$ cat config.mk
export PLATFORM = sky130hd
export DESIGN_NAME = sample_stream_edge_extractor_core
export DESIGN_NICKNAME = d
export VERILOG_FILES = /design/src/rtl/core/ssee_pkg.sv /design/src/rtl/core/sample_stream_edge_extractor_core.sv /design/src/rtl/core/ssee_lane.sv /design/src/rtl/core/ssee_merge.sv /design/src/rtl/core/ssee_serializer.sv
export VERILOG_INCLUDE_DIRS = /design/src /design/src/rtl/core
export SDC_FILE = /design/constraint.sdc
export NUM_CORES = 1
export LEC_CHECK = 0
export BUFFER_PORTS_ARGS = -buffer_cell sky130_fd_sc_hd__buf_2
export CORE_MARGIN = 3
export CORE_UTILIZATION = 51
export CTS_BUF_LIST = sky130_fd_sc_hd__clkbuf_8
export CTS_CLUSTER_SIZE = 12
export DETAILED_ROUTE_END_ITERATION = 10
export GPL_ROUTABILITY_DRIVEN = 0
export PLACE_DENSITY = 0.69
export RECOVER_POWER = 50
export SYNTH_ARGS = -nofsm -noshare
export SYNTH_HDL_FRONTEND = slang
export SYNTH_SLANG_ARGS = --single-unit
export TNS_END_PERCENT = 1
$ cat constraint.sdc
create_clock -name clk -period 15 [get_ports clk]
set_clock_uncertainty 0.2 [all_clocks]
set_input_delay 1.5 -clock clk [delete_from_list [all_inputs] [get_ports clk]]
set_output_delay 1.5 -clock clk [all_outputs]
set_load 0.03 [all_outputs]
$ cat src/rtl/core/sample_stream_edge_extractor_core_assert.svh
// Assertion macros shared by the edge extractor core modules.
// No dependencies; included by the modules that carry assertions.
`ifndef SAMPLE_STREAM_EDGE_EXTRACTOR_CORE_ASSERT_SVH
`define SAMPLE_STREAM_EDGE_EXTRACTOR_CORE_ASSERT_SVH

// Same-cycle implication, disabled while in reset.
`define SSEE_ASSERT_IMPL(lbl, clk, rst_n, ante, cons) \
  lbl: assert property (@(posedge clk) disable iff (!rst_n) (ante) |-> (cons)) \
    else $error("ssee assertion failed");

// Next-cycle implication, disabled while in reset.
`define SSEE_ASSERT_NEXT(lbl, clk, rst_n, ante, cons) \
  lbl: assert property (@(posedge clk) disable iff (!rst_n) (ante) |=> (cons)) \
    else $error("ssee assertion failed");

`endif

$ cat src/rtl/core/ssee_pkg.sv
// Shared types and constants for the sample stream edge extractor core.
// No dependencies; used by every module of the core.
package ssee_pkg;

  localparam int LANES          = 8;
  localparam int NUM_EV         = LANES + 2;
  localparam int EV_FIN_START   = LANES;
  localparam int EV_DONE        = LANES + 1;
  localparam int INDEX_BITS_DEF = 32;
  localparam int CFG_IDX_W      = 2;
  localparam int CFG_DATA_W     = 32;

  // register indexes
  localparam logic [CFG_IDX_W-1:0] REG_CHANNEL_ID   = 2'd0;
  localparam logic [CFG_IDX_W-1:0] REG_WINDOW_START = 2'd1;
  localparam logic [CFG_IDX_W-1:0] REG_WINDOW_END   = 2'd2;
  localparam logic [CFG_IDX_W-1:0] REG_VALID_COUNT  = 2'd3;

  // result kinds
  localparam logic [1:0] KIND_START = 2'd0;
  localparam logic [1:0] KIND_EDGE  = 2'd1;
  localparam logic [1:0] KIND_DONE  = 2'd2;

  typedef struct packed {
    logic [7:0] sample_byte;
    logic       final_byte;
  } in_item_t;

  typedef struct packed {
    logic [3:0]  channel;
    logic [1:0]  kind;
    logic [31:0] at_sample;
    logic        level;
    logic        last_of_item;
  } out_item_t;

  // per-lane window compare results
  typedef struct packed {
    logic at_start;
    logic after_start;
    logic before_end;
    logic lvl;
  } lane_flags_t;

  // everything the serializer needs to replay one byte's results
  typedef struct packed {
    logic [NUM_EV-1:0] mask;
    logic [LANES-1:0]  start_oh;
    logic [LANES-1:0]  bits;
    logic [31:0]       byte_pos;
    logic [31:0]       win_start;
    logic [3:0]        channel;
  } item_events_t;

endpackage

$ cat src/rtl/core/sample_stream_edge_extractor_core.sv
// Top level of the sample stream edge extractor core.
// Depends on ssee_pkg, ssee_lane, ssee_merge and ssee_serializer.
//
//   channel | handshake             | payload
//   --------+-----------------------+-----------------------------------------
//   in      | in_valid / in_stall   | in_data  : sample_byte, final_byte
//   out     | out_valid / out_stall | out_data : channel, kind, at_sample, ...
//   cfg     | cfg_we                | cfg_index, cfg_wdata (write only)
//
// A byte is examined by eight sample lanes in the cycle of its transfer; the
// merge stage orders their events and the scan state is updated at once.
// Results then leave one per transfer from the serializer's output register;
// a byte's events wait in the serializer's mask register before each result
// is registered there, so a byte with n results takes n result transfers (0 to 9);
// the serializer takes the next byte in the cycle its last result moves on.
// Bytes without results pass at one per cycle while no results are queued.
// rst_n is synchronous, active low; it clears registers and scan state.
// out_stall holds the output register; in_stall rises only while a byte's
// results are still queued.
module sample_stream_edge_extractor_core #(
  parameter int INDEX_BITS = ssee_pkg::INDEX_BITS_DEF
) (
  input  logic                            clk,
  input  logic                            rst_n,
  input  logic                            in_valid,
  output logic                            in_stall,
  input  ssee_pkg::in_item_t              in_data,
  output logic                            out_valid,
  input  logic                            out_stall,
  output ssee_pkg::out_item_t             out_data,
  input  logic                            cfg_we,
  input  logic [ssee_pkg::CFG_IDX_W-1:0]  cfg_index,
  input  logic [ssee_pkg::CFG_DATA_W-1:0] cfg_wdata
);
  import ssee_pkg::*;

  // configuration registers
  logic [3:0]  chan_id_r;
  logic [31:0] win_start_r;
  logic [31:0] win_end_r;
  logic [31:0] valid_cnt_r;

  // scan state
  logic [31:0] byte_pos_r, byte_pos_nxt;
  logic        level_r, level_nxt;
  logic        started_r, started_nxt;
  logic        finished_r, finished_nxt;

  logic                         in_xfer;
  logic                         ser_busy;
  logic [31:0]                  eff_end;
  logic                         active;
  lane_flags_t [LANES-1:0]      flags;
  logic [NUM_EV-1:0]            ev_mask;
  logic [LANES-1:0]             start_oh;
  logic                         mrg_started;
  logic                         mrg_level;
  item_events_t                 ev;

  assign in_stall = ser_busy;
  assign in_xfer  = in_valid && !in_stall;

  // window end of 0, or past the valid count, falls back to the valid count
  assign eff_end = ((win_end_r == '0) || (win_end_r > valid_cnt_r)) ? valid_cnt_r : win_end_r;
  assign active  = (win_start_r < valid_cnt_r);

  always_ff @(posedge clk) begin
    if (!rst_n) begin
      chan_id_r   <= '0;
      win_start_r <= '0;
      win_end_r   <= '0;
      valid_cnt_r <= '0;
    end else if (cfg_we) begin
      case (cfg_index)
        REG_CHANNEL_ID:   chan_id_r   <= cfg_wdata[3:0];
        REG_WINDOW_START: win_start_r <= cfg_wdata;
        REG_WINDOW_END:   win_end_r   <= cfg_wdata;
        REG_VALID_COUNT:  valid_cnt_r <= cfg_wdata;
        default: begin
        end
      endcase
    end
  end

  // one lane per sample bit
  for (genvar g = 0; g < LANES; g++) begin : g_lane
    ssee_lane #(
      .LANE (g)
    ) u_lane (
      .byte_pos  (byte_pos_r),
      .sample    (in_data.sample_byte[g]),
      .win_start (win_start_r),
      .win_end   (eff_end),
      .flags     (flags[g])
    );
  end

  ssee_merge u_merge (
    .flags       (flags),
    .active      (active),
    .final_byte  (in_data.final_byte),
    .started     (started_r),
    .level       (level_r),
    .ev_mask     (ev_mask),
    .start_oh    (start_oh),
    .started_nxt (mrg_started),
    .level_nxt   (mrg_level)
  );

  // once the final byte has gone by, later bytes produce nothing
  always_comb begin
    ev           = '0;
    ev.mask      = finished_r ? '0 : ev_mask;
    ev.start_oh  = start_oh;
    ev.bits      = in_data.sample_byte;
    ev.byte_pos  = byte_pos_r;
    ev.win_start = win_start_r;
    ev.channel   = chan_id_r;
  end

  always_comb begin
    byte_pos_nxt = byte_pos_r;
    level_nxt    = level_r;
    started_nxt  = started_r;
    finished_nxt = finished_r;
    if (in_xfer && !finished_r) begin
      level_nxt    = mrg_level;
      started_nxt  = mrg_started;
      finished_nxt = in_data.final_byte;
      if (byte_pos_r != '1) begin
        byte_pos_nxt = byte_pos_r + 32'd1;
      end
    end
  end

  always_ff @(posedge clk) begin
    if (!rst_n) begin
      byte_pos_r <= '0;
      level_r    <= 1'b0;
      started_r  <= 1'b0;
      finished_r <= 1'b0;
    end else begin
      byte_pos_r <= byte_pos_nxt;
      level_r    <= level_nxt;
      started_r  <= started_nxt;
      finished_r <= finished_nxt;
    end
  end

  ssee_serializer #(
    .INDEX_BITS (INDEX_BITS)
  ) u_serializer (
    .clk       (clk),
    .rst_n     (rst_n),
    .load      (in_xfer),
    .ev        (ev),
    .busy      (ser_busy),
    .out_valid (out_valid),
    .out_stall (out_stall),
    .out_data  (out_data)
  );

endmodule

$ cat src/rtl/core/ssee_lane.sv
// One sample lane: places its sample against the scan window.
// Depends on ssee_pkg.
module ssee_lane #(
  parameter int LANE = 0
) (
  input  logic [31:0]           byte_pos,
  input  logic                  sample,
  input  logic [31:0]           win_start,
  input  logic [31:0]           win_end,
  output ssee_pkg::lane_flags_t flags
);
  import ssee_pkg::*;

  logic [34:0] idx;
  logic [34:0] s_ext;
  logic [34:0] e_ext;

  assign idx   = {byte_pos, 3'(LANE)};
  assign s_ext = {3'b000, win_start};
  assign e_ext = {3'b000, win_end};

  assign flags.at_start    = (idx == s_ext);
  assign flags.after_start = (idx > s_ext);
  assign flags.before_end  = (idx < e_ext);
  assign flags.lvl         = sample;

endmodule

$ cat src/rtl/core/ssee_merge.sv
// Merge stage: walks the lane flags in sample order, finds start and edge
// events and the scan state left for the next byte. Depends on ssee_pkg.
module ssee_merge (
  input  ssee_pkg::lane_flags_t [ssee_pkg::LANES-1:0] flags,
  input  logic                                        active,
  input  logic                                        final_byte,
  input  logic                                        started,
  input  logic                                        level,
  output logic [ssee_pkg::NUM_EV-1:0]                 ev_mask,
  output logic [ssee_pkg::LANES-1:0]                  start_oh,
  output logic                                        started_nxt,
  output logic                                        level_nxt
);
  import ssee_pkg::*;

  logic sr;
  logic lv;
  logic in_win;

  always_comb begin
    sr       = started;
    lv       = level;
    ev_mask  = '0;
    start_oh = '0;
    in_win   = 1'b0;
    for (int b = 0; b < LANES; b++) begin
      in_win = active && sr && flags[b].after_start && flags[b].before_end;
      start_oh[b] = active && !sr && flags[b].at_start;
      ev_mask[b]  = start_oh[b] || (in_win && (flags[b].lvl != lv));
      if (start_oh[b] || in_win) begin
        lv = flags[b].lvl;
      end
      if (start_oh[b]) begin
        sr = 1'b1;
      end
    end
    // buffer ended before the start sample: level reads as 0
    if (final_byte && active && !sr) begin
      ev_mask[EV_FIN_START] = 1'b1;
      sr = 1'b1;
      lv = 1'b0;
    end
    ev_mask[EV_DONE] = final_byte;
    started_nxt = sr;
    level_nxt   = lv;
  end

endmodule

$ cat src/rtl/core/ssee_serializer.sv
// Result serializer: holds one byte's event set and sends one result per
// transfer through an output register. Depends on ssee_pkg and the macros.
module ssee_serializer #(
  parameter int INDEX_BITS = ssee_pkg::INDEX_BITS_DEF
) (
  input  logic                   clk,
  input  logic                   rst_n,
  input  logic                   load,
  input  ssee_pkg::item_events_t ev,
  output logic                   busy,
  output logic                   out_valid,
  input  logic                   out_stall,
  output ssee_pkg::out_item_t    out_data
);
  import ssee_pkg::*;
  `include "sample_stream_edge_extractor_core_assert.svh"

  localparam int AT_W = (INDEX_BITS < 32) ? INDEX_BITS : 32;

  logic [NUM_EV-1:0] mask_r, mask_nxt;
  logic [LANES-1:0]  start_oh_r;
  logic [LANES-1:0]  bits_r;
  logic [AT_W-4:0]   base_hi_r;
  logic [AT_W-1:0]   s_r;
  logic [3:0]        chan_r;
  logic              out_valid_r, out_valid_nxt;
  out_item_t         out_data_r, res;
  logic [NUM_EV-1:0] pick;
  logic [NUM_EV-1:0] rest;
  logic              advance;

  assign pick    = mask_r & (~mask_r + {{(NUM_EV-1){1'b0}}, 1'b1});
  assign rest    = mask_r & ~pick;
  assign advance = (|mask_r) && (!out_valid_r || !out_stall);
  assign busy    = (|mask_r) && !(advance && (rest == '0));

  always_comb begin
    res              = '0;
    res.channel      = chan_r;
    res.last_of_item = (rest == '0);
    res.kind         = KIND_DONE;
    for (int b = 0; b < LANES; b++) begin
      if (pick[b]) begin
        res.kind                = start_oh_r[b] ? KIND_START : KIND_EDGE;
        res.at_sample[AT_W-1:0] = {base_hi_r, 3'(b)};
        res.level               = bits_r[b];
      end
    end
    if (pick[EV_FIN_START]) begin
      res.kind                = KIND_START;
      res.at_sample[AT_W-1:0] = s_r;
    end
  end

  always_comb begin
    mask_nxt = mask_r;
    if (advance) begin
      mask_nxt = rest;
    end
    if (load) begin
      mask_nxt = ev.mask;
    end
    out_valid_nxt = out_valid_r && out_stall;
    if (advance) begin
      out_valid_nxt = 1'b1;
    end
  end

  always_ff @(posedge clk) begin
    if (!rst_n) begin
      mask_r      <= '0;
      out_valid_r <= 1'b0;
    end else begin
      mask_r      <= mask_nxt;
      out_valid_r <= out_valid_nxt;
    end
  end

  always_ff @(posedge clk) begin
    if (load) begin
      start_oh_r <= ev.start_oh;
      bits_r     <= ev.bits;
      base_hi_r  <= ev.byte_pos[AT_W-4:0];
      s_r        <= ev.win_start[AT_W-1:0];
      chan_r     <= ev.channel;
    end
    if (advance) begin
      out_data_r <= res;
    end
  end

  assign out_valid = out_valid_r;
  assign out_data  = out_data_r;

  `SSEE_ASSERT_IMPL(a_done_is_last, clk, rst_n,
    out_valid_r && (out_data_r.kind == KIND_DONE), out_data_r.last_of_item)
  `SSEE_ASSERT_NEXT(a_load_holds_events, clk, rst_n,
    load && (ev.mask != '0), (mask_r != '0))
  `SSEE_ASSERT_IMPL(a_no_load_over_pending, clk, rst_n,
    load, !busy)

endmodule

==> out/summary.txt <==
FP Rows: 60
Clock slew at reported path FFs: 70 ps
First-pass GRT wire length: 58500 µm
Root Buffer: clkbuf_8
Synthesized area per cell: 9.08 µm²
Area added between synthesis and finish: 10.8%
Gate Count Post-Synth: 1587
I/O pin cnt: 90
Main synth FF type: dfxtp_1
Post-Syn Nets: 1759
Pre-antenna DRT Iters: 5
Hold buffers post-CTS: 0
Worst R2R Path Depth: 22
Port bufs: 89
Initial antenna violation count: 0
Unrepaired setup endpoints after global routing: false
Final HPWL DP: 25600 µm
H-tree levels: 2
Final setup TNS: 0 ps
Worst-Margin Slew: 3180 ps
Slew HR: -1.12
Drt initial violations: 801
Seq pwr share: 0.453
Proportion of power drawn by combinational gates: 0.215
Critical-path cell list: inv_1 > ha_1 > nand4_1 > or4_1 > or2_1 > a221oi_4 > buf_4 > a21oi_1 > ha_1 > nand4_1 > nor4_1 > nand2_2 > nor2_2 > or4b_1 > o221ai_2 > o21ai_2 > mux2i_4 > mux2i_4 > a211o_1 > a211oi_1 > or4_1 > nand2_1
Crit-path max FO: 37
CTS Buffer Depth: 3
Core ar.: 0.0274 mm²
Post-synthesis async set-or-reset flop share: 0
Status: complete, but fails checks
Post-CTS sizing: 0
Worst Path Required: 15270 ps
TritonCTS buffer count: 44
R2r endpoint: u_serializer.mask_r[4]
Flops & latches, synth: 267
Total GRT Usage: 0.237
Failing checks: max-capacitance violations, max-slew violations
GRT overflow: 0
Hold path endpoint: u_serializer.out_data[37]
Final period util: 0.485
Static leakage: 6.10 nW
Fraction of final layout cells with drive strength greater than 1: 0.0909
Die Width: 174 µm
DR DRC count: 0
Hold_sp: u_serializer.chan_r[1]
Tightest Hold Check Type: register to register
Largest net degree at the start of global routing: 89
Slowest-stage cell, CP: a221oi_4
Setup Fix Bufs, Post-CTS: 0
WHS Path Cells: 0
Final min period: 7280 ps
Final setup fails: 0
CP endpoint kind: register
Clk pwr share: 0.332
Clk_lat worst skew: 550 ps
Final nets: 1832
Fmax achieved: 0.137 GHz
Number of enable flip-flop cells after synthesis: 121
Cell Pwr Density: 118 mW/mm²
Int Pwr: 1.29 mW
R2R Setup Slk: 7720 ps
Worst r2r src: valid_cnt_r[2]
Switch Pwr: 0.603 mW
Starting Density: 0.526
Via/cell ratio: 5.61
Die Area: 0.0303 mm²
Yosys cell types: 83
Critical path launch point: valid_cnt_r[2]
Crit path largest cell delay: 970 ps
CTS tree: built
Vias post-DR: 11593
Mapped cell area: 0.0144 mm²
Hold slack: 219 ps
Total number of yosys warnings: 0
Fin. Hold Viols: 0
Setup crit start kind: register
Worst Path Arrival: 7550 ps
Die Y: 174 µm
Slew Viols, Final: 216
Diodes inserted: 0
Register area share after synthesis: 0.455
Util after Layout: 0.583
Crit path kind: register to register
Peak supply drop: 0.0611 mV
Max-cap viol count: 4
Sink Count: 267
Vias in the first global route: 11126
Post-Route WL: 36100 µm
Wire per inst: 17.5 µm
Sw Ratio: 0.319
Antenna-violating nets left: 0
==> flip-flops by register name (all words and copies together), names as in the netlist <==
register / count
win_end_r: 32
u_serializer.mask_r: 10
u_serializer.start_oh_r: 8
u_serializer.out_data: 40
win_start_r: 32
started_r: 1
u_serializer.bits_r: 8
u_serializer.out_valid: 1
u_serializer.chan_r: 4
u_serializer.s_r: 32
chan_id_r: 4
byte_pos_r: 32
level_r: 1
valid_cnt_r: 32
u_serializer.base_hi_r: 29
finished_r: 1
==> synthesized netlist by cell type, types with 8 or more instances <==
| library cell | n | area share |
|---|---|---|
| nand2_1 | 330 | 0.086 |
| dfxtp_1 | 146 | 0.20 |
| ha_1 | 124 | 0.11 |
| edfxtp_1 | 121 | 0.25 |
| a21oi_1 | 108 | 0.037 |
| a21boi_0 | 101 | 0.053 |
| inv_1 | 87 | 0.023 |
| nor2_1 | 82 | 0.021 |
| o21ai_0 | 70 | 0.024 |
| clkbuf_1 | 60 | 0.016 |
| nand3_1 | 33 | 0.011 |
| and2_1 | 32 | 0.014 |
| nor3_1 | 28 | 0.0097 |
| xnor2_1 | 28 | 0.017 |
| nand4_1 | 27 | 0.012 |
| nor4_1 | 16 | 0.0069 |
| o21ai_1 | 13 | 0.0045 |
| and3_1 | 11 | 0.0048 |
| a211oi_1 | 9 | 0.0047 |
| nor2b_1 | 9 | 0.0039 |
| or3_1 | 9 | 0.0039 |
| and4_1 | 8 | 0.0049 |
==> per-layer routing <==
metal  part of all wire  vias to the layer above  global-route usage
met1               0.45                     5431               0.322
li1                   -                     5757                   -
met3              0.066                       57              0.0408
met2               0.46                      348               0.392
met4              0.020                        0              0.0640
met5                  0                        -                   0
==> power by group through the flow <==
stage,clock network (mW),registers (mW),logic [mW]
floorplan,0,0.918,0.239
global placement,0,0.869,0.400
detailed placement,0,0.871,0.406
CTS,0.640,0.855,0.408
global route,0.671,0.862,0.446
finish,0.628,0.856,0.406
==> area by class of cell <==
type	count	area (µm²)
Tap cell	372	465
Clock buffer	49	674
Sequential cell	267	6560
Clock inverter	31	193
Inverter	87	327
Multi-Input combinational cell	1163	7300
Timing Repair Buffer	97	460
Fill cell	2437	11400
==> per-stage QoR <==
step,setup WS [ps],cells,instance area (µm²),power (mW)
after floorplan,8900,1587,14400,1.16
after global placement,8020,1986,15200,1.27
after detailed placement,7910,1986,15200,1.28
after CTS,7870,2066,16000,1.90
after global routing,7230,2066,16000,1.98
final,7720,2066,16000,1.89
==> cells by family (layout without fill, tap and decap cells) <==
kind of cell / count (synthesis) / in the layout / synth area share
xor+xnor: 33 / 33 / 0.0201
flops: 267 / 267 / 0.455
compound gates: 366 / 366 / 0.162
fa+ha+maj: 126 / 126 / 0.109
simple gates: 628 / 628 / 0.204
mux: 10 / 10 / 0.00903
buf+inv: 157 / 264 / 0.0411
==> worst max-delay path, delay by kind of cell, from the launching register on <==
kind	cells	cell delay (ps)
AO/OA/AOI/OAI	6	1660
buffers and inverters	2	620
AND/OR/NAND/NOR	10	3190
multiplexers	2	460
flip-flops	1	420
adder cells (fa/ha/maj)	2	630
==> worst max path at each step <==
stage,slack (ps),endpoint,depth (start not counted)
final,7720,u_serializer.mask_r[4],22
after CTS,7870,u_serializer.mask_r[6],22
after detailed placement,7910,u_serializer.mask_r[6],22
after global routing,7230,u_serializer.mask_r[6],22
after floorplan,8900,u_serializer.mask_r[4],24
after global placement,8020,u_serializer.mask_r[6],22
==> cell usage in the layout, fill, tap and decap left out, types with 49 or more instances in the layout <==
cell type  netlist  layout
a21boi_0       101     101
edfxtp_1       121     121
nand2_1        330     330
inv_1           87     104
a21oi_1        108     108
ha_1           124     124
buf_2            3      56
nor2_1          82      81
clkbuf_8         0      49
o21ai_0         70      71
dfxtp_1        146     146
(Power assumes the default switching activity.)
